==> src/rtl/core/sbx_pkg.sv <==
// Shared types, constants and substitution tables for the S-box ARX keystream cipher.
// Used by every module under rtl/core; depends on nothing else.
`default_nettype none
package sbx_pkg;

  localparam int NumWords = 12;
  localparam int QDepth   = 2;
  localparam int QPtrW    = $clog2(QDepth);
  localparam int QCntW    = $clog2(QDepth + 1);
  localparam int CfgIdxW  = 3;

  // Start constants, each XORed with its nonce half
  localparam logic [31:0] InitW8  = 32'ha9856d6b;
  localparam logic [31:0] InitW9  = 32'hf906a604;
  localparam logic [31:0] InitW10 = 32'he12dc19c;
  localparam logic [31:0] InitW11 = 32'hb66329a0;

  // Warm-up updates run after a start
  localparam logic [1:0] WarmUpdates = 2'd2;

  typedef enum logic [CfgIdxW-1:0] {
    REG_KEY_A   = 3'd0,
    REG_KEY_B   = 3'd1,
    REG_KEY_C   = 3'd2,
    REG_KEY_D   = 3'd3,
    REG_NONCE_A = 3'd4,
    REG_NONCE_B = 3'd5
  } sbx_reg_idx_t;

  typedef enum logic [1:0] {
    PH_IDLE = 2'd0,
    PH_PRE  = 2'd1,
    PH_SUB  = 2'd2,
    PH_POST = 2'd3
  } sbx_phase_t;

  typedef struct packed {
    logic        is_start;
    logic [1:0]  pos;
    logic [7:0]  data;
  } sbx_op_t;

  typedef struct packed {
    logic [63:0] key_a;
    logic [63:0] key_b;
    logic [63:0] key_c;
    logic [63:0] key_d;
    logic [63:0] nonce_a;
    logic [63:0] nonce_b;
  } sbx_cfg_t;

  typedef struct packed {
    logic full;
    logic empty;
  } sbx_qstat_t;

  localparam logic [7:0] SboxA [0:255] = '{
    8'd93,8'd189,8'd55,8'd134,8'd51,8'd103,8'd232,8'd238,
    8'd137,8'd32,8'd124,8'd81,8'd108,8'd175,8'd161,8'd225,
    8'd40,8'd250,8'd222,8'd122,8'd234,8'd27,8'd193,8'd10,
    8'd14,8'd216,8'd82,8'd167,8'd180,8'd74,8'd212,8'd252,
    8'd142,8'd200,8'd136,8'd150,8'd66,8'd131,8'd190,8'd143,
    8'd43,8'd160,8'd227,8'd37,8'd224,8'd113,8'd72,8'd9,
    8'd242,8'd110,8'd153,8'd92,8'd17,8'd73,8'd31,8'd54,
    8'd50,8'd223,8'd253,8'd231,8'd239,8'd158,8'd139,8'd233,
    8'd80,8'd75,8'd144,8'd237,8'd126,8'd34,8'd22,8'd35,
    8'd248,8'd195,8'd154,8'd166,8'd67,8'd28,8'd99,8'd11,
    8'd100,8'd163,8'd63,8'd249,8'd155,8'd203,8'd97,8'd141,
    8'd128,8'd52,8'd87,8'd38,8'd88,8'd47,8'd228,8'd104,
    8'd68,8'd33,8'd5,8'd178,8'd12,8'd132,8'd86,8'd205,
    8'd147,8'd129,8'd42,8'd179,8'd102,8'd156,8'd217,8'd16,
    8'd171,8'd168,8'd3,8'd6,8'd240,8'd244,8'd71,8'd219,
    8'd94,8'd19,8'd48,8'd157,8'd77,8'd151,8'd170,8'd194,
    8'd148,8'd91,8'd0,8'd226,8'd114,8'd187,8'd41,8'd101,
    8'd218,8'd246,8'd76,8'd56,8'd236,8'd116,8'd29,8'd106,
    8'd198,8'd119,8'd201,8'd89,8'd120,8'd2,8'd115,8'd221,
    8'd112,8'd1,8'd30,8'd18,8'd243,8'd152,8'd123,8'd196,
    8'd235,8'd13,8'd78,8'd209,8'd145,8'd84,8'd125,8'd202,
    8'd70,8'd49,8'd206,8'd53,8'd176,8'd183,8'd251,8'd159,
    8'd182,8'd210,8'd169,8'd181,8'd186,8'd7,8'd8,8'd65,
    8'd36,8'd127,8'd185,8'd61,8'd95,8'd245,8'd111,8'd214,
    8'd162,8'd39,8'd138,8'd184,8'd26,8'd191,8'd213,8'd230,
    8'd173,8'd44,8'd146,8'd192,8'd79,8'd241,8'd107,8'd172,
    8'd140,8'd98,8'd135,8'd105,8'd207,8'd96,8'd24,8'd177,
    8'd121,8'd45,8'd25,8'd229,8'd208,8'd21,8'd83,8'd220,
    8'd165,8'd46,8'd57,8'd62,8'd204,8'd58,8'd85,8'd23,
    8'd90,8'd255,8'd64,8'd133,8'd164,8'd215,8'd59,8'd149,
    8'd197,8'd199,8'd118,8'd20,8'd15,8'd117,8'd174,8'd211,
    8'd247,8'd69,8'd254,8'd109,8'd60,8'd188,8'd130,8'd4
  };

  localparam logic [7:0] SboxB [0:255] = '{
    8'd153,8'd79,8'd48,8'd69,8'd228,8'd117,8'd106,8'd251,
    8'd205,8'd220,8'd105,8'd57,8'd46,8'd3,8'd37,8'd217,
    8'd158,8'd233,8'd62,8'd213,8'd89,8'd119,8'd229,8'd144,
    8'd218,8'd27,8'd75,8'd192,8'd127,8'd231,8'd178,8'd80,
    8'd42,8'd24,8'd53,8'd134,8'd133,8'd250,8'd189,8'd160,
    8'd175,8'd43,8'd103,8'd124,8'd247,8'd237,8'd100,8'd68,
    8'd244,8'd31,8'd34,8'd70,8'd163,8'd121,8'd215,8'd108,
    8'd238,8'd180,8'd162,8'd5,8'd4,8'd239,8'd226,8'd17,
    8'd181,8'd199,8'd198,8'd172,8'd236,8'd171,8'd116,8'd51,
    8'd90,8'd173,8'd19,8'd148,8'd165,8'd63,8'd115,8'd76,
    8'd182,8'd161,8'd129,8'd10,8'd234,8'd56,8'd211,8'd50,
    8'd126,8'd131,8'd83,8'd174,8'd146,8'd13,8'd95,8'd157,
    8'd186,8'd67,8'd253,8'd176,8'd188,8'd212,8'd21,8'd248,
    8'd159,8'd91,8'd193,8'd2,8'd40,8'd169,8'd29,8'd101,
    8'd98,8'd155,8'd168,8'd135,8'd136,8'd15,8'd120,8'd203,
    8'd113,8'd225,8'd52,8'd71,8'd33,8'd49,8'd1,8'd130,
    8'd104,8'd85,8'd170,8'd99,8'd202,8'd38,8'd156,8'd73,
    8'd210,8'd25,8'd28,8'd14,8'd84,8'd6,8'd243,8'd222,
    8'd147,8'd246,8'd11,8'd184,8'd122,8'd223,8'd197,8'd245,
    8'd20,8'd58,8'd195,8'd114,8'd26,8'd77,8'd65,8'd109,
    8'd230,8'd227,8'd41,8'd208,8'd123,8'd32,8'd44,8'd36,
    8'd235,8'd23,8'd221,8'd145,8'd64,8'd141,8'd167,8'd138,
    8'd102,8'd191,8'd209,8'd214,8'd241,8'd137,8'd128,8'd18,
    8'd194,8'd206,8'd151,8'd110,8'd204,8'd164,8'd224,8'd249,
    8'd166,8'd30,8'd242,8'd254,8'd107,8'd94,8'd183,8'd61,
    8'd86,8'd93,8'd7,8'd54,8'd252,8'd47,8'd8,8'd125,
    8'd82,8'd74,8'd35,8'd92,8'd201,8'd16,8'd190,8'd154,
    8'd207,8'd112,8'd140,8'd149,8'd179,8'd87,8'd55,8'd142,
    8'd60,8'd139,8'd12,8'd111,8'd59,8'd97,8'd177,8'd118,
    8'd66,8'd22,8'd45,8'd240,8'd187,8'd152,8'd132,8'd78,
    8'd219,8'd72,8'd185,8'd0,8'd96,8'd39,8'd81,8'd200,
    8'd255,8'd150,8'd196,8'd143,8'd88,8'd216,8'd9,8'd232
  };

  // Byte-wise substitution: byte k of a XOR table[byte k of b]; sel bit k picks table B
  function automatic logic [31:0] subst(input logic [31:0] a, input logic [31:0] b,
                                        input logic [3:0] sel);
    logic [31:0] r;
    logic [7:0]  t;
    for (int k = 0; k < 4; k++) begin
      t = sel[k] ? SboxB[b[8*k +: 8]] : SboxA[b[8*k +: 8]];
      r[8*k +: 8] = a[8*k +: 8] ^ t;
    end
    return r;
  endfunction

  function automatic logic [31:0] rotl(input logic [31:0] x, input logic [4:0] n);
    return (x << n) | (x >> (6'd32 - {1'b0, n}));
  endfunction

endpackage
`default_nettype wire

==> src/rtl/core/sbx_queue.sv <==
// Short item queue between front and back end.
// Depends on sbx_pkg.
`default_nettype none
module sbx_queue (
  input  wire logic                clk,
  input  wire logic                rst_n,
  input  wire logic                push,
  input  wire sbx_pkg::sbx_op_t    push_op,
  input  wire logic                pop,
  output sbx_pkg::sbx_op_t         pop_op,
  output sbx_pkg::sbx_qstat_t      q_stat
);

  sbx_pkg::sbx_op_t                 mem_r [sbx_pkg::QDepth];
  logic [sbx_pkg::QPtrW-1:0]        wptr_r, rptr_r;
  logic [sbx_pkg::QCntW-1:0]        cnt_r, cnt_nxt;

  assign q_stat.full  = (cnt_r == sbx_pkg::QCntW'(sbx_pkg::QDepth));
  assign q_stat.empty = (cnt_r == '0);
  assign pop_op       = mem_r[rptr_r];

  // Store pushed item
  always_ff @(posedge clk) begin
    if (push) begin
      mem_r[wptr_r] <= push_op;
    end
  end

  // Track fill level
  always_comb begin
    cnt_nxt = cnt_r;
    if (push && !pop) begin
      cnt_nxt = cnt_r + 1'b1;
    end else if (!push && pop) begin
      cnt_nxt = cnt_r - 1'b1;
    end
  end

  always_ff @(posedge clk) begin
    if (!rst_n) begin
      wptr_r <= '0;
      rptr_r <= '0;
      cnt_r  <= '0;
    end else begin
      cnt_r <= cnt_nxt;
      if (push) begin
        wptr_r <= wptr_r + 1'b1;
      end
      if (pop) begin
        rptr_r <= rptr_r + 1'b1;
      end
    end
  end

`ifndef ASSERT_OFF
  a_no_overflow: assert property (@(posedge clk) disable iff (!rst_n)
    push |-> !q_stat.full)
    else $error("queue push while full");
  a_no_underflow: assert property (@(posedge clk) disable iff (!rst_n)
    pop |-> !q_stat.empty)
    else $error("queue pop while empty");
  a_cnt_range: assert property (@(posedge clk) disable iff (!rst_n)
    cnt_r <= sbx_pkg::QCntW'(sbx_pkg::QDepth))
    else $error("queue count out of range");
`endif

endmodule
`default_nettype wire

==> config.mk <==
export PLATFORM = sky130hd
export DESIGN_NAME = sbx_queue
export DESIGN_NICKNAME = d
export VERILOG_FILES = /design/src/rtl/core/sbx_pkg.sv /design/src/rtl/core/sbx_queue.sv
export SDC_FILE = /design/constraint.sdc
export NUM_CORES = 1
export LEC_CHECK = 0
export BUFFER_PORTS_ARGS = -buffer_cell sky130_fd_sc_hd__buf_2
export CAP_MARGIN = 20
export CORE_MARGIN = 4
export CORE_UTILIZATION = 49
export CTS_CLUSTER_SIZE = 24
export DETAILED_ROUTE_END_ITERATION = 10
export GPL_TIMING_DRIVEN = 0
export PLACE_DENSITY_LB_ADDON = 0.3
export SLEW_MARGIN = 0
export SYNTH_ARGS = -nofsm -noshare
export SYNTH_HDL_FRONTEND = slang
export SYNTH_SLANG_ARGS = --single-unit
==> constraint.sdc <==
create_clock -name clk -period 2 [get_ports clk]
set_clock_uncertainty 0.2 [all_clocks]
set_input_delay 0.6 -clock clk [delete_from_list [all_inputs] [get_ports clk]]
set_output_delay 0.6 -clock clk [all_outputs]
set_load 0.005 [all_outputs]
* Word-level counts from Yosys, hierarchy flattened
Memories as Yosys holds them, arrays and structs flattened. A register that Yosys moved wholly into a read port is not among the register bits. Cells that the tools add are included.
Word-level totals: register bits after elaboration 4, RAM bits 22, input bits 15, output and inout bits 13, logic and storage cells 21, memories 1
Operators by class: add/sub/neg operators 4, equality and inequality tests 1, muxes and demuxes 6, reduce and logical (&&, ||, !) cells 6
Memory list:
- mem_r | depth 2, bits a word 11, read ports 1, clocked after memory_dff 1, wr ports 1, line sbx_queue.sv:14 | sbx_pkg::sbx_op_t mem_r [sbx_pkg::QDepth];
Operators by type and width (count):
- $mux W1 | 4
- $mux W2 | 2
- $add A1 B1 Y1 const B | 2
- $add A2 B1 Y2 const B | 1
- $eq A2 B2 Y1 const B | 1
- $logic_and A1 B1 Y1 | 2
- $logic_not A1 Y1 | 2
- $logic_not A2 Y1 | 1
- $reduce_bool A2 Y1 | 1
- $sub A2 B1 Y2 const B | 1

* Logic depth before layout (Yosys ltp)
depth in word-level cells 4, depth in mapped cells 5

* Least setup slack after synthesis
OpenSTA, ideal clock, no wires.
path kind input to register, start point in push, end point mem mem_r[0][0] in the netlist's numbering (enable), library setup time 0.381 ns, arrival 1.182 ns, path slack 0.237 ns, stages 1, path buffers 0, cells stage by stage nor2b_1
Between the ends: word-level cells in the longest chain between the ends 2
Ends and longest elaborated chain:
- start, declared | line sbx_queue.sv:7 | input wire logic push,
- $mux W1 | line sbx_queue.sv:24 | if (push) begin
- $mux W1 (implied by the code) | line sbx_queue.sv:25 | mem_r[wptr_r] <= push_op;
- end, declared | line sbx_queue.sv:14
Every way passes these cells.

==> impl_metrics.yaml <==
job:
  cap_viol_max_count: 0
timing:
  whs_ns: 0.2520
  worst_slew_pin_slew_ns: 1.039
  fin_setup_tns_ns: -0.8665
  timing.slew.headroom: 0.3057
  rsz0062_at_grt: "true"
  setup_violations: 10
  finalWorstSetupSlack_ns: -0.09844
  hold_viol_final: 0
  fin_crit_ns: 2.098
  finalCritPeriodShare: 1.049
  max_clock_freq_mhz: 476.5
  maxSlewViolCount: 0
critical_path:
  critPathArrivalTime_ns: 1.30
  cp_num_buf_inv: 2
  crit_family: "flip-flops"
  worstPathMaxFanout: 5
  critPathLaunchType: "flip-flop"
  end_kind: "output port"
  cp_slowest_cell: "dfxtp_4"
  max_stage_delay_ns: 0.41
  r2r_cells: 1
  required_ns: 1.20
  crit_path_cell_trace: "clkbuf_16 -> mux2_4 -> buf_6"
  path_class: "flip-flop to output port"
  cp.depth: 3
placement:
  dp_hpwl_um: 1108
  numPortBuffers: 27
  gp_congestion: 0.5836
  dpl.cell_count: 110
routing:
  route.detailed.drc: 0
  drt_pass1_iterations: 4
  ant_nets: 0
  vias_per_cell: 4.983
  post_drt_wl_per_cell_um: 15.07
  routed-via-count: 573
  drt_iter0_markers: 5
  postRouteWirelength_um: 1733
yosys:
  ys_types: 16
  syn_inst: 56
  ys.warnings.count: 0
  syn_area_mm2: 0.001008
  synth-seq-area-share: 0.7543
  synth-seq-cells: 27
  synth_area_per_cell_um2: 18.01
  syn-num-nets: 72
global_route:
  overflow: 0
  grt_pass1_vias: 593
  grt_use_total: 0.1218
  grt_pass1_wl_um: 2346
  grt_max_degree: 17
  antenna_found_initial: 0
final_layout:
  layout_commonest_cell: "edfxtp_1"
  final_nets: 105
  fill_cells: 153
  fin_cells: 115
  postLayoutCoreUtil: 0.6862
  n_antenna_cell: 0
  multi_input_area_um2: 276.5
  layout-drive-gt1-share: 0.5227
  seqCellArea_um2: 764.5
  final_cell_mix: "22 x edfxtp_1, 17 x buf_2, 10 x mux2_4, 10 x buf_6"
  syn2layout_area_growth_pct: 33.50
cts:
  cts.sinks: 27
  cts_max_path_buffers: 2
  path_clk_slew_ns: 0.14
  cts_root_buf: "clkbuf_4"
  cts_htree_levels: 1
  clk-insertion-delay-late_ns: 0.32
  cts_made_buffers: 3
  tritoncts: "built"
power_and_ir_drop:
  power_density_mw_per_mm2: 805.8
  p_leak_uw: 0.0005454
  finalPower_uw: 1085
  vdd_drop_max_uv: 504.7
worst_hold_path:
  holdPathStages: 1
  hold_class: "input pin to flip-flop"
floorplan:
  die-area_mm2: 0.002848
  io_pins: 28
  core.rowCount: 16
  die_w_um: 53.37
  die_y_um: 53.37
  core_area_mm2: 0.001962
  initial_core_util: 0.5140
run_status:
  violations: "negative setup slack"
  status: "finished, violations left"
stage by stage:
step	area (um^2)	setup WS (ns)
after floorplan	1008	0.2374
after global placement	1177	-0.1438
after detailed placement	1177	-0.1643
after CTS	1222	-0.1062
after global routing	1346	-0.1452
final	1346	-0.09844
worst paths after layout:
kind / from / end / slack [ns]
min: push_op[7] / mem_r[1][7] / 0.25
max: flip-flop / pop_op[5] / -0.1
max reg2reg: wptr_r / mem_r[0][2] / 0.29
min reg2reg: cnt_r[1] / cnt_r[1] / 0.32
Yosys cell counts (all sizes together):
master	instances	area share
dfxtp	5	0.099
or3	1	0.0062
nor2b	2	0.012
edfxtp	22	0.66
and2b	1	0.0087
ha	1	0.012
buf	1	0.0050
o21a	1	0.0074
and2	4	0.025
o21ai	1	0.0050
xnor2	1	0.0087
a21boi	1	0.0074
inv	1	0.0037
xor2	2	0.017
nor2	1	0.0037
mux2	11	0.12
routing by layer:
layer  GRT usage  part of all wire  vias up
met2      0.2429              0.56       22
met3     0.03380             0.055        6
met5           0                 0        -
met1     0.09403              0.35      277
met4     0.08936             0.028        0
li1            -                 -      268
sequential cells by signal (all words and copies together) (netlist names), named ones only:
register and count:
rptr_r 1, wptr_r 1, cnt_r 2, mem_r 22
power by group:
group / internal [uW] / leakage, uW / total (uW) / switching [uW]
combinational: 120 / 0.000283 / 187 / 66.6
sequential: 645 / 0.000249 / 663 / 18.0
clock: 76.5 / 0.0000139 / 235 / 158
layout make-up:
| class | instances | area share |
|---|---|---|
| flip-flops and latches | 27 | 0.5678 |
| repair buffers | 28 | 0.1654 |
| well taps | 27 | 0.02509 |
| clock buffers | 3 | 0.01673 |
| clock inverters | 1 | 0.005576 |
| multi-input cells | 27 | 0.2054 |
| plain buffers | 1 | 0.01115 |
| inverters | 1 | 0.002788 |
kinds of logic (layout without fill, tap and decap cells):
group / Yosys count / in the layout / share of synthesized area
DFF: 27 / 27 / 0.7543
xor gates and xnor gates: 3 / 3 / 0.02606
buffers and inverters: 2 / 34 / 0.008677
AOI/OAI and AO/OA: 3 / 3 / 0.01985
and+or+nand+nor: 9 / 9 / 0.05583
muxes: 11 / 11 / 0.1228
adders and majority gates: 1 / 1 / 0.01240
repair_timing:
action / 4_1_cts / 5_1_grt
buffers inserted: 0 / 0
hold buffers: 0 / 0
gates cloned: 0 / 1
endpoints found under the hold margin: 0 / 0
gates resized for setup: 5 / 20
endpoints found under the setup margin: 10 / 10
(Power assumes the default switching activity.)
