**src/rtl/core/sbx_pkg.sv**
```systemverilog
// Shared types, constants and substitution tables for the S-box ARX keystream cipher.
// Used by every module under rtl/core; depends on nothing else.
`default_nettype none
package sbx_pkg;

  localparam int NumWords = 12;
  localparam int QDepth   = 2;
  localparam int QPtrW    = $clog2(QDepth);
  localparam int QCntW    = $clog2(QDepth + 1);
  localparam int CfgIdxW  = 3;

  // Start constants, each XORed with its nonce half
  localparam logic [31:0] InitW8  = 32'ha9856d6b;
  localparam logic [31:0] InitW9  = 32'hf906a604;
  localparam logic [31:0] InitW10 = 32'he12dc19c;
  localparam logic [31:0] InitW11 = 32'hb66329a0;

  // Warm-up updates run after a start
  localparam logic [1:0] WarmUpdates = 2'd2;

  typedef enum logic [CfgIdxW-1:0] {
    REG_KEY_A   = 3'd0,
    REG_KEY_B   = 3'd1,
    REG_KEY_C   = 3'd2,
    REG_KEY_D   = 3'd3,
    REG_NONCE_A = 3'd4,
    REG_NONCE_B = 3'd5
  } sbx_reg_idx_t;

  typedef enum logic [1:0] {
    PH_IDLE = 2'd0,
    PH_PRE  = 2'd1,
    PH_SUB  = 2'd2,
    PH_POST = 2'd3
  } sbx_phase_t;

  typedef struct packed {
    logic        is_start;
    logic [1:0]  pos;
    logic [7:0]  data;
  } sbx_op_t;

  typedef struct packed {
    logic [63:0] key_a;
    logic [63:0] key_b;
    logic [63:0] key_c;
    logic [63:0] key_d;
    logic [63:0] nonce_a;
    logic [63:0] nonce_b;
  } sbx_cfg_t;

  typedef struct packed {
    logic full;
    logic empty;
  } sbx_qstat_t;

  localparam logic [7:0] SboxA [0:255] = '{
    8'd93,8'd189,8'd55,8'd134,8'd51,8'd103,8'd232,8'd238,
    8'd137,8'd32,8'd124,8'd81,8'd108,8'd175,8'd161,8'd225,
    8'd40,8'd250,8'd222,8'd122,8'd234,8'd27,8'd193,8'd10,
    8'd14,8'd216,8'd82,8'd167,8'd180,8'd74,8'd212,8'd252,
    8'd142,8'd200,8'd136,8'd150,8'd66,8'd131,8'd190,8'd143,
    8'd43,8'd160,8'd227,8'd37,8'd224,8'd113,8'd72,8'd9,
    8'd242,8'd110,8'd153,8'd92,8'd17,8'd73,8'd31,8'd54,
    8'd50,8'd223,8'd253,8'd231,8'd239,8'd158,8'd139,8'd233,
    8'd80,8'd75,8'd144,8'd237,8'd126,8'd34,8'd22,8'd35,
    8'd248,8'd195,8'd154,8'd166,8'd67,8'd28,8'd99,8'd11,
    8'd100,8'd163,8'd63,8'd249,8'd155,8'd203,8'd97,8'd141,
    8'd128,8'd52,8'd87,8'd38,8'd88,8'd47,8'd228,8'd104,
    8'd68,8'd33,8'd5,8'd178,8'd12,8'd132,8'd86,8'd205,
    8'd147,8'd129,8'd42,8'd179,8'd102,8'd156,8'd217,8'd16,
    8'd171,8'd168,8'd3,8'd6,8'd240,8'd244,8'd71,8'd219,
    8'd94,8'd19,8'd48,8'd157,8'd77,8'd151,8'd170,8'd194,
    8'd148,8'd91,8'd0,8'd226,8'd114,8'd187,8'd41,8'd101,
    8'd218,8'd246,8'd76,8'd56,8'd236,8'd116,8'd29,8'd106,
    8'd198,8'd119,8'd201,8'd89,8'd120,8'd2,8'd115,8'd221,
    8'd112,8'd1,8'd30,8'd18,8'd243,8'd152,8'd123,8'd196,
    8'd235,8'd13,8'd78,8'd209,8'd145,8'd84,8'd125,8'd202,
    8'd70,8'd49,8'd206,8'd53,8'd176,8'd183,8'd251,8'd159,
    8'd182,8'd210,8'd169,8'd181,8'd186,8'd7,8'd8,8'd65,
    8'd36,8'd127,8'd185,8'd61,8'd95,8'd245,8'd111,8'd214,
    8'd162,8'd39,8'd138,8'd184,8'd26,8'd191,8'd213,8'd230,
    8'd173,8'd44,8'd146,8'd192,8'd79,8'd241,8'd107,8'd172,
    8'd140,8'd98,8'd135,8'd105,8'd207,8'd96,8'd24,8'd177,
    8'd121,8'd45,8'd25,8'd229,8'd208,8'd21,8'd83,8'd220,
    8'd165,8'd46,8'd57,8'd62,8'd204,8'd58,8'd85,8'd23,
    8'd90,8'd255,8'd64,8'd133,8'd164,8'd215,8'd59,8'd149,
    8'd197,8'd199,8'd118,8'd20,8'd15,8'd117,8'd174,8'd211,
    8'd247,8'd69,8'd254,8'd109,8'd60,8'd188,8'd130,8'd4
  };

  localparam logic [7:0] SboxB [0:255] = '{
    8'd153,8'd79,8'd48,8'd69,8'd228,8'd117,8'd106,8'd251,
    8'd205,8'd220,8'd105,8'd57,8'd46,8'd3,8'd37,8'd217,
    8'd158,8'd233,8'd62,8'd213,8'd89,8'd119,8'd229,8'd144,
    8'd218,8'd27,8'd75,8'd192,8'd127,8'd231,8'd178,8'd80,
    8'd42,8'd24,8'd53,8'd134,8'd133,8'd250,8'd189,8'd160,
    8'd175,8'd43,8'd103,8'd124,8'd247,8'd237,8'd100,8'd68,
    8'd244,8'd31,8'd34,8'd70,8'd163,8'd121,8'd215,8'd108,
    8'd238,8'd180,8'd162,8'd5,8'd4,8'd239,8'd226,8'd17,
    8'd181,8'd199,8'd198,8'd172,8'd236,8'd171,8'd116,8'd51,
    8'd90,8'd173,8'd19,8'd148,8'd165,8'd63,8'd115,8'd76,
    8'd182,8'd161,8'd129,8'd10,8'd234,8'd56,8'd211,8'd50,
    8'd126,8'd131,8'd83,8'd174,8'd146,8'd13,8'd95,8'd157,
    8'd186,8'd67,8'd253,8'd176,8'd188,8'd212,8'd21,8'd248,
    8'd159,8'd91,8'd193,8'd2,8'd40,8'd169,8'd29,8'd101,
    8'd98,8'd155,8'd168,8'd135,8'd136,8'd15,8'd120,8'd203,
    8'd113,8'd225,8'd52,8'd71,8'd33,8'd49,8'd1,8'd130,
    8'd104,8'd85,8'd170,8'd99,8'd202,8'd38,8'd156,8'd73,
    8'd210,8'd25,8'd28,8'd14,8'd84,8'd6,8'd243,8'd222,
    8'd147,8'd246,8'd11,8'd184,8'd122,8'd223,8'd197,8'd245,
    8'd20,8'd58,8'd195,8'd114,8'd26,8'd77,8'd65,8'd109,
    8'd230,8'd227,8'd41,8'd208,8'd123,8'd32,8'd44,8'd36,
    8'd235,8'd23,8'd221,8'd145,8'd64,8'd141,8'd167,8'd138,
    8'd102,8'd191,8'd209,8'd214,8'd241,8'd137,8'd128,8'd18,
    8'd194,8'd206,8'd151,8'd110,8'd204,8'd164,8'd224,8'd249,
    8'd166,8'd30,8'd242,8'd254,8'd107,8'd94,8'd183,8'd61,
    8'd86,8'd93,8'd7,8'd54,8'd252,8'd47,8'd8,8'd125,
    8'd82,8'd74,8'd35,8'd92,8'd201,8'd16,8'd190,8'd154,
    8'd207,8'd112,8'd140,8'd149,8'd179,8'd87,8'd55,8'd142,
    8'd60,8'd139,8'd12,8'd111,8'd59,8'd97,8'd177,8'd118,
    8'd66,8'd22,8'd45,8'd240,8'd187,8'd152,8'd132,8'd78,
    8'd219,8'd72,8'd185,8'd0,8'd96,8'd39,8'd81,8'd200,
    8'd255,8'd150,8'd196,8'd143,8'd88,8'd216,8'd9,8'd232
  };

  // Byte-wise substitution: byte k of a XOR table[byte k of b]; sel bit k picks table B
  function automatic logic [31:0] subst(input logic [31:0] a, input logic [31:0] b,
                                        input logic [3:0] sel);
    logic [31:0] r;
    logic [7:0]  t;
    for (int k = 0; k < 4; k++) begin
      t = sel[k] ? SboxB[b[8*k +: 8]] : SboxA[b[8*k +: 8]];
      r[8*k +: 8] = a[8*k +: 8] ^ t;
    end
    return r;
  endfunction

  function automatic logic [31:0] rotl(input logic [31:0] x, input logic [4:0] n);
    return (x << n) | (x >> (6'd32 - {1'b0, n}));
  endfunction

endpackage
`default_nettype wire

```
**src/rtl/core/sbx_front.sv**
```systemverilog
// Front end: accepts items, tracks the byte position within the keystream word
// and tags each item for the back end. Depends on sbx_pkg.
`default_nettype none
module sbx_front (
  input  wire logic              clk,
  input  wire logic              rst_n,
  input  wire logic              in_valid,
  output logic                   in_stall,
  input  wire logic              in_mode,
  input  wire logic [7:0]        in_data_byte,
  input  wire sbx_pkg::sbx_qstat_t q_stat,
  output logic                   push,
  output sbx_pkg::sbx_op_t       push_op
);

  logic [1:0] pos_r, pos_nxt;

  // Stall while the queue is full
  assign in_stall = q_stat.full;
  assign push     = in_valid & ~q_stat.full;

  // Tag the item
  always_comb begin
    push_op.is_start = ~in_mode;
    push_op.pos      = pos_r;
    push_op.data     = in_data_byte;
  end

  // Advance position on data, clear on start
  always_comb begin
    pos_nxt = pos_r;
    if (push) begin
      pos_nxt = in_mode ? pos_r + 2'd1 : 2'd0;
    end
  end

  always_ff @(posedge clk) begin
    if (!rst_n) begin
      pos_r <= 2'd0;
    end else begin
      pos_r <= pos_nxt;
    end
  end

endmodule
`default_nettype wire

```
**config.mk**
```make
export PLATFORM = sky130hd
export DESIGN_NAME = sbx_front
export DESIGN_NICKNAME = d
export VERILOG_FILES = /design/src/rtl/core/sbx_pkg.sv /design/src/rtl/core/sbx_front.sv
export SDC_FILE = /design/constraint.sdc
export NUM_CORES = 1
export LEC_CHECK = 0
export BUFFER_PORTS_ARGS = -buffer_cell sky130_fd_sc_hd__buf_2
export CAP_MARGIN = 20
export CORE_AREA = 2 2 39 41
export CTS_BUF_LIST = sky130_fd_sc_hd__clkbuf_2
export DETAILED_ROUTE_END_ITERATION = 16
export DIE_AREA = 0 0 41 43
export SLEW_MARGIN = 20
export SYNTH_ARGS = -nofsm -noshare
export SYNTH_HDL_FRONTEND = slang
export SYNTH_SLANG_ARGS = --single-unit
```
**constraint.sdc**
```tcl
create_clock -name clk -period 1.3 [get_ports clk]
set_clock_uncertainty 0.1 [all_clocks]
set_input_delay 0.13 -clock clk [delete_from_list [all_inputs] [get_ports clk]]
set_output_delay 0.13 -clock clk [all_outputs]
set_load 0.02 [all_outputs]
```
After elaboration in Yosys (flattened, before gate mapping):

Index checks and enable logic that the tools add are counted.

* register bits after elaboration: 2
* bits of input ports: 14
* output and inout port bits: 13
* word-level logic and storage cells: 6

* $add $sub $neg: 1
* multiplexer cells: 1
* bitwise gates (word level): 3

Operators by type and width (number)
* 2-bit by 1-bit adder with 2-bit output (second input constant): 1
* 2-bit 2-to-1 mux: 1
* 1-bit inverter: 2
* 1-bit bitwise AND: 1

Logic depth before layout (Yosys ltp):

Gate-level depths: netlist of the first run.

* word-level depth: 2
* mapped depth: 4
* gate-level depth less buffers: 4

Worst setup path before layout of the first run:

Ideal clock, no wire load.

* kind: reg-to-reg
* start: register pos_r[0]
* end: register pos_r[1]
* setup time: 0.122 ns
* arrival time: 0.736 ns
* required time: 1.078 ns
* path slack: 0.343 ns
* cell stages (with the launch flop): 4
* buffers on the path: 0
* clock period less this slack: 0.957 ns
* cell sequence: dfxtp_1 > nor2b_1 > o21ai_0 > a21boi_1

* longest elaborated chain between the ends: 2

Ends and longest elaborated chain
* from (decl): line sbx_front.sv:16 `logic [1:0] pos_r, pos_nxt;`
* from (signal assigned): line sbx_front.sv:41 `pos_r <= pos_nxt;`
* 2-bit by 1-bit adder with 2-bit output: line sbx_front.sv:33 `pos_nxt = in_mode ? pos_r + 2'd1 : 2'd0;`
* 2-bit 2-to-1 mux: line sbx_front.sv:33

Every way passes these cells.
A chain may end at the register's enable or synchronous reset.

Final worst setup path of the first run:

* start: register pos_r[0]
* end: output push_op[8] (netlist name)

RTL lines
* to (decl): line sbx_front.sv:13 `output sbx_pkg::sbx_op_t push_op`

No word-level cell between the ends.

==> results of run 1 <==
-- cell usage in the layout, fill, tap and decap left out --
cell type / count
buf_2: 9
clkbuf_2: 3
nor2b_1: 2
dfxtp_1: 2
nand2b_4: 1
clkinv_2: 1
inv_1: 1
mux2i_1: 1
o21ai_0: 1
nand4b_1: 1
a21boi_1: 1
-- report_power, final --
part / total [mW] / switching (mW) / leakage [nW] / internal [mW]
logic: 0.0353 / 0.0195 / 0.0695 / 0.0157
registers: 0.0656 / 0.00176 / 0.0162 / 0.0638
clock network: 0.0928 / 0.0317 / 0.0125 / 0.0611
-- final cells by class --
cell class / instances / area (um^2) / share of cell area
sequential: 2 / 40.0 / 0.215
inverter: 2 / 8.76 / 0.0470
clock buffer: 3 / 15.0 / 0.0805
timing repair buffer: 9 / 45.0 / 0.242
tap: 16 / 20.0 / 0.107
multi-input combinational: 7 / 57.6 / 0.309
-- Yosys cell counts, drive strengths merged --
cell and number:
inv 1, mux2i 1, nor2b 2, buf 9
a21boi 1, clkinv 1, nand2b 1, o21ai 1
dfxtp 2, nand4b 1
-- metal layers --
metal,up-vias,part of all wire,track usage
met5,-,0,0
met4,0,0,0.0400
met3,0,0.17,0.0157
met2,9,0.37,0.0406
met1,43,0.47,0.0511
li1,61,-,-
-- kinds of logic after synthesis --
family	share of synthesized area
buffers and inverters	0.439
and+or+nand+nor	0.201
AOI/OAI and AO/OA	0.0719
DFF	0.230
muxes	0.0576
-- path summary, 6_finish.rpt --
kind	to	depth (start not counted)	start	slack (ps)
min	pos_r[0]$_SDFFE_PN0P_	2	rst_n	70
max reg2reg	pos_r[1]$_SDFFE_PN0P_	3	pos_r[0]$_SDFFE_PN0P_	400
max	push_op[8]	1	pos_r[0]$_SDFFE_PN0P_	330
min reg2reg	pos_r[1]$_SDFFE_PN0P_	2	pos_r[1]$_SDFFE_PN0P_	400
-- through the flow --
| step | util | instances | instance area, um^2 |
|---|---|---|---|
| finish | 0.135 | 39 | 186 |
| global route | 0.135 | 39 | 186 |
| CTS | 0.135 | 39 | 186 |
| detailed placement | 0.124 | 36 | 171 |
| global placement | 0.124 | 36 | 171 |
| floorplan | - | 20 | 174 |
==> flow_summary_export.csv, run 1 <==
group,metric,value,unit
power,peakVddDrop,0.341,mV
drt,drt_wl_total,309,um
finish,final_nets,39,
drt,drtIter0Drc,0,
hold_path,holdCritPathClass,"primary input to flip-flop",
sta,worstMarginPinSlew,147,ps
setup_path,slowest_delay,360,ps
setup_path,worst-setup-path-type,"flip-flop to primary output",
logic_synthesis,syn-instance-count,20,
logic_synthesis,syn_nets,34,
power,p_total,0.194,mW
global_routing,grt_pass1_vias,115,
place,dp_hpwl,248,um
flow_run,cap_violations,0,
clock_network,clkLatencyLatePin,190,ps
clock_network,post_cts_resized,0,
clock_network,post_cts_buffers,0,
setup_path,crit_arrival,740,ps
drt,dr.pass1.iters,1,
sta,max_clock_freq,1030,MHz
drt,via_count,113,
power,powerDensity,1040,nW/um^2
floorplan,die_w,41,um
logic_synthesis,syn_area_per_cell,8.70,um^2
finish,num_antenna_cells,0,
sta,relSlewSlack,0.901,
sta,timing.setup.tns,0,ps
logic_synthesis,yosysWarnings,0,
setup_path,cp_slowest_cell,"dfxtp_1",
logic_synthesis,ys_ff_latch,2,
sta,fin_crit,968,ps
floorplan,die_area,1760,um^2
power,power_leakage,0.0982,nW
global_routing,grt_pass1_wl,427,um
drt,wl_per_cell,7.92,um
setup_path,path_buf_inv,1,
floorplan,die_h,43,um
clock_network,clockBufferDepth,2,
finish,nFillCells,155,
floorplan,core.rowCount,14,
floorplan,start_util,0.126,
clock_network,cts_sinks,2,
setup_path,path_cells,"buf_2",
logic_synthesis,syn_area,174,um^2
clock_network,holdBufCountCts,0,
setup_path,critPathRequiredTime,1070,ps
clock_network,cts_buffers,3,
clock_network,cts.htree.levels,1,
finish,drive_above_1_share,0.609,
setup_path,cp_max_fo,4,
setup_path,critPathLaunchType,"flip-flop",
drt,drt-vias-per-instance,2.90,
logic_synthesis,ys_types,10,
sta,setup_viol,0,
place,io_buffer_count,9,
global_routing,antenna_found_initial,0,
sta,rsz0062_at_grt,"false",
sta,hold-worst-slack,68.3,ps
global_routing,grt_max_degree,5,
setup_path,path_delay_family,"flip-flops",
sta,maxSlewViolCount,0,
clock_network,path_clk_slew,30,ps
logic_synthesis,synth.area.top_cells,"buf_4 39%, dfxtp_1 23%, nand2b_4 7.9%",
floorplan,num_io_pins,27,
global_routing,grt.overflow.total,0,
drt,drcViolationCount,0,
finish,largest_reg_flops,2,
sta,fin_crit_sh,0.744,
finish,largest-register,"pos_r",
drt,antenna_left,0,
global_routing,grt_use_total,0.0381,
finish,syn_to_final_growth,7.19,%
setup_path,end_kind,"primary output",
place,gp_congestion,0.488,
floorplan,core,1380,um^2
sta,final_hold_viol_count,0,
logic_synthesis,ys_seq_area_frac,0.230,
logic_synthesis,synth_top_area_cell,"buf_4",
place,pre_cts_slack,425,ps
status,status,"finished, final reports clean",
clock_network,cts_tree,"built",
sta,fin_ws,332,ps
finish,top_regs,"pos_r: 2 flops",
clock_network,cts-root-buf,"clkbuf_2",
logic_synthesis,synth_top_area_share,0.388,
Note: power is estimated with default switching activity, not from simulation.
==> run 2: changes to the inputs <==
Clock period 1.3 ns to 0.9 ns, I/O delays scaled along.
==> run 2 against run 1 <==
Against the previous run:
- clock power grew 49%
- die area unchanged
- register-to-register slack got worse by 340 ps
- final cell count is the same
- first-iteration DRC count increased by 7
- worst setup slack worse by 290 ps
- sequential power up 45%
- largest cell class unchanged
==> flow_summary_export.csv, run 2 (same netlist as run 1, synthesis figures left out) <==
group,metric,value,unit
finish,final_cell_mix,"7 x buf_2, 3 x clkbuf_2, 2 x nor2b_1, 2 x buf_4",
finish,multi_input_area,57.6,um^2
place,gp_congestion,0.528,
power,peakVddDrop,0.265,mV
finish,largest_reg_flops,2,
sta,fin_crit_sh,0.950,
setup_path,crit_arrival,670,ps
clock_network,cts-root-buf,"clkbuf_2",
setup_path,worst-setup-path-type,"flip-flop to primary output",
place,place_area,173,um^2
finish,top_regs,"pos_r: 2 flops",
drt,drt-vias-per-instance,3.38,
drt,wl_per_cell,8.00,um
hold_path,hp-start,"rst_n",
finish,fin_cells,39,
finish,drive_above_1_share,0.652,
floorplan,core,1380,um^2
global_routing,grt_pass1_vias,138,
setup_path,path_delay_family,"flip-flops",
finish,fin_util,0.139,
sta,max_clock_freq,1170,MHz
place,io_buffer_count,9,
drt,drtIter0Drc,7,
place,place_inst,36,
clock_network,cts_sinks,2,
drt,via_count,132,
hold_path,hold_path_depth,2,
setup_path,ff2ff_path_depth,3,
sta,worstMarginPinSlew,129,ps
finish,final_common_cell,"buf_2",
finish,final_nets,39,
finish,largest-register,"pos_r",
setup_path,cp_slowest_cell,"dfxtp_1",
power,p_total,0.285,mW
drt,drcViolationCount,0,
clock_network,clockBufferDepth,2,
finish,fin_area,193,um^2
hold_path,holdCritPathClass,"primary input to flip-flop",
global_routing,grt_pass1_wl,462,um
sta,fin_crit,855,ps
clock_network,clkLatencyLatePin,190,ps
global_routing,grt.overflow.total,0,
setup_path,slowest_delay,330,ps
flow_run,cap_violations,0,
sta,setup_viol,0,
sta,rsz0062_at_grt,"true",
floorplan,core.rowCount,14,
finish,regArea,41.3,um^2
floorplan,num_io_pins,27,
sta,relSlewSlack,0.911,
clock_network,path_clk_slew,30,ps
clock_network,cts.htree.levels,1,
global_routing,grt_use_total,0.0451,
drt,dr.pass1.iters,4,
power,power_leakage,0.0986,nW
floorplan,die_h,43,um
sta,final_hold_viol_count,0,
place,dp_hpwl,237,um
place,pre_cts_slack,43.9,ps
setup_path,rr_endpoint,"pos_r[1]$_SDFFE_PN0P_",
drt,drt_wl_total,312,um
setup_path,cp_max_fo,3,
global_routing,grt_max_degree,5,
finish,nFillCells,155,
finish,syn_to_final_growth,10.8,%
sta,fin_ws,44.7,ps
setup_path,worst-r2r-setup-slack,60,ps
power,powerDensity,1480,nW/um^2
hold_path,hold_end,"pos_r[0]$_SDFFE_PN0P_",
setup_path,end_kind,"primary output",
setup_path,critPathRequiredTime,710,ps
setup_path,path_cells,"buf_4",
setup_path,worstReg2RegStart,"pos_r[0]$_SDFFE_PN0P_",
floorplan,start_util,0.126,
clock_network,cts_buffers,3,
finish,num_antenna_cells,0,
drt,antenna_left,0,
sta,maxSlewViolCount,0,
setup_path,path_buf_inv,1,
floorplan,die_area,1760,um^2
setup_path,critPathLaunchType,"flip-flop",
floorplan,die_w,41,um
clock_network,cts_tree,"built",
global_routing,antenna_found_initial,0,
status,status,"finished, final reports clean",
-- run 2: changes by cell type in the layout (fill, tap and decap cells not counted) --
cell     previous run  this run
buf_2               9         7
dfxtp_1             2         1
buf_4               0         2
dfxtp_2             0         1
-- run 2: how the worst max path moves through the flow --
stage / from / to / slack [ps] / cells after the start
after global routing: pos_r[1]$_SDFFE_PN0P_ / push_op[9] / -4 / 1
after floorplan: pos_r[0]$_SDFFE_PN0P_ / pos_r[1]$_SDFFE_PN0P_ / 30 / 3
after global placement: q_stat[1] / pos_r[0]$_SDFFE_PN0P_ / 60 / 5
final: pos_r[1]$_SDFFE_PN0P_ / push_op[9] / 40 / 1
after detailed placement: q_stat[1] / pos_r[0]$_SDFFE_PN0P_ / 40 / 5
after CTS: pos_r[0]$_SDFFE_PN0P_ / push_op[8] / 7 / 1
-- run 2: routing by layer --
metal / share of wire / wire length [um] / GRT usage
met1: 0.39 / 122 / 0.0383
met2: 0.45 / 140 / 0.0531
met3: 0.16 / 49 / 0.0209
met4: 0 / 0 / 0.0800
met5: 0 / 0 / 0
-- run 2: through the flow --
stage	setup TNS (ps)	hold WS, ps
2_1_floorplan	0	118
3_3_place_gp	0	80.1
3_5_place_dp	0	80.1
4_1_cts	0	19.6
5_1_grt	-6.71	47.1
6_report	0	30.5
-- run 2: power breakdown --
part / switching, mW / internal [mW] / leakage, nW
logic: 0.0285 / 0.0242 / 0.0694
clock network: 0.0492 / 0.0885 / 0.0125
registers: 0.00245 / 0.0926 / 0.0167
total: 0.0802 / 0.205 / 0.0986
-- run 2: final cells by class --
cell class	count	share of cell area
inverters	2	0.0455
flip-flops and latches	2	0.214
repair buffers	9	0.260
multi-input cells	7	0.299
well taps	16	0.104
clock buffers	3	0.0779
-- run 2: timing repair --
item	CTS	global route
endpoints found under the setup margin	0	4
resized for setup	0	2
hold buffers	0	0
buffers inserted	0	0
==> run 3: changes to the inputs <==
Clock period 0.9 ns to 0.8 ns, I/O delays scaled along.
==> run 3 against run 2 <==
Against the previous run:
- clock-buffer cell count increased by 1
- global-route usage increased by 0.50 points
- wire length increased by 13%
- via count decreased by 3.8%
- non-clock buffer count increased by 1
- final cell count increased by 5.1%
- sequential power increased by 13%
- the run now ends with setup timing left
- die area unchanged
- hold slack got worse by 18 ps
- sequential cell count unchanged
- first-iteration DRC count decreased by 100%
- critical path type unchanged
- combinational power increased by 27%
==> flow_summary_export.csv, run 3 (same netlist as run 1, synthesis figures left out) <==
group,metric,value,unit
status,status,"finished with violations",
status,violations,"setup timing",
setup_path,rr_endpoint,"pos_r[0]$_SDFFE_PN0P_",
power,p_total,0.371,mW
clock_network,cts_tree,"built",
setup_path,path_delay_family,"flip-flops",
global_routing,grt_pass1_vias,136,
finish,top_regs,"pos_r: 2 flops",
setup_path,path_buf_inv,1,
sta,max_clock_freq,1160,MHz
global_routing,grt_use_met3,0.0262,
setup_path,path_cells,"buf_6",
setup_path,crit_arrival,680,ps
clock_network,cts-root-buf,"clkbuf_2",
drt,antenna_left,0,
setup_path,worst-r2r-setup-slack,-30,ps
sta,relSlewSlack,0.905,
global_routing,antenna_found_initial,0,
finish,final_common_cell,"buf_2",
setup_path,ff2ff_path_depth,3,
setup_path,end_kind,"primary output",
sta,worstMarginPinSlew,139,ps
sta,maxSlewViolCount,0,
setup_path,critPathLaunchType,"flip-flop",
global_routing,grt_use_total,0.0501,
finish,final_cell_mix,"7 x buf_2, 4 x clkbuf_2, 2 x buf_6",
setup_path,cp_max_fo,4,
global_routing,grt_pass1_wl,531,um
global_routing,grt_max_degree,5,
clock_network,cts_sinks,2,
global_routing,busiest_layer,"met4",
drt,wl_per_cell,8.56,um
setup_path,worstReg2RegStart,"pos_r[0]$_SDFFE_PN0P_",
drt,drt_wl_total,351,um
setup_path,worst-setup-path-type,"flip-flop to primary output",
clock_network,path_clk_slew,40,ps
sta,fin_crit,861,ps
finish,largest_reg_flops,2,
drt,drcViolationCount,0,
floorplan,num_io_pins,27,
finish,num_antenna_cells,0,
sta,fin_ws,-61.2,ps
finish,syn_to_final_growth,30.9,%
sta,final_hold_viol_count,0,
hold_path,hold_path_depth,2,
hold_path,hp-start,"rst_n",
clock_network,cts.htree.levels,1,
global_routing,gr-usage-met2,0.0594,
flow_run,cap_violations,0,
clock_network,clkLatencyLatePin,200,ps
floorplan,die_w,41,um
drt,dr.pass1.iters,1,
sta,setup_viol,4,
finish,drive_above_1_share,0.800,
floorplan,start_util,0.126,
place,io_buffer_count,9,
floorplan,die_h,43,um
floorplan,core.rowCount,14,
hold_path,hold_end,"pos_r[0]$_SDFFE_PN0P_",
sta,hold-worst-slack,12.2,ps
setup_path,cp_slowest_cell,"dfxtp_4",
clock_network,holdBufCountCts,0,
setup_path,slowest_delay,370,ps
clock_network,cts_buffers,3,
drt,drtIter0Drc,0,
setup_path,critPathRequiredTime,620,ps
finish,largest-register,"pos_r",
global_routing,grt.overflow.total,0,
global_routing,use_met1,0.0541,
power,peakVddDrop,0.423,mV
drt,drt-vias-per-instance,3.10,
drt,via_count,127,
hold_path,holdCritPathClass,"primary input to flip-flop",
power,powerDensity,1630,nW/um^2
floorplan,core,1380,um^2
power,power_leakage,0.117,nW
floorplan,die_area,1760,um^2
finish,fin_util,0.165,
place,gp_congestion,0.613,
place,dp_hpwl,275,um
sta,fin_crit_sh,1.08,
finish,final_nets,40,
sta,rsz0062_at_grt,"true",
clock_network,clockBufferDepth,2,
[run 3: layout make-up]
class,count,area [um^2]
Fill cell,154,1160
Multi-Input combinational cell,7,68.8
Timing Repair Buffer,10,65.1
Sequential cell,2,45.0
Clock buffer,4,20.0
Tap cell,16,20.0
Inverter,2,8.76
[run 3: stage by stage]
step	worst slack (ps)	TNS, ps	area, um^2	std cells
after floorplan	-29.0	-57.7	179	20
after global placement	-38.1	-62.0	176	36
after detailed placement	-64.0	-104	176	36
after CTS	-71.8	-251	209	40
after global routing	-105	-311	228	41
final	-61.2	-128	228	41
[run 3: worst max path at each step]
stage | end | slack [ps] | cells after the start | startpoint
floorplan | pos_r[1]$_SDFFE_PN0P_ | -30 | 3 | pos_r[0]$_SDFFE_PN0P_
global placement | pos_r[0]$_SDFFE_PN0P_ | -40 | 3 | pos_r[0]$_SDFFE_PN0P_
detailed placement | pos_r[0]$_SDFFE_PN0P_ | -60 | 5 | q_stat[1]
CTS | pos_r[0]$_SDFFE_PN0P_ | -70 | 3 | pos_r[0]$_SDFFE_PN0P_
global route | push_op[8] | -110 | 1 | pos_r[0]$_SDFFE_PN0P_
finish | push_op[8] | -60 | 1 | pos_r[0]$_SDFFE_PN0P_
[run 3: report_power, final]
part,internal [mW],switching (mW)
logic,0.0329,0.0341
clock network,0.131,0.0665
registers,0.102,0.00449
[run 3: repair_timing]
| action | CTS | global route |
|---|---|---|
| setup endpoints to repair | 4 | 4 |
| setup buffers | 0 | 1 |
| resized for setup | 4 | 3 |
[run 3: routing by layer]
layer | part of all wire | up-vias
met1 | 0.36 | 58
met3 | 0.077 | 0
li1 | - | 63
met4 | 0 | 0
met5 | 0 | -
met2 | 0.57 | 6
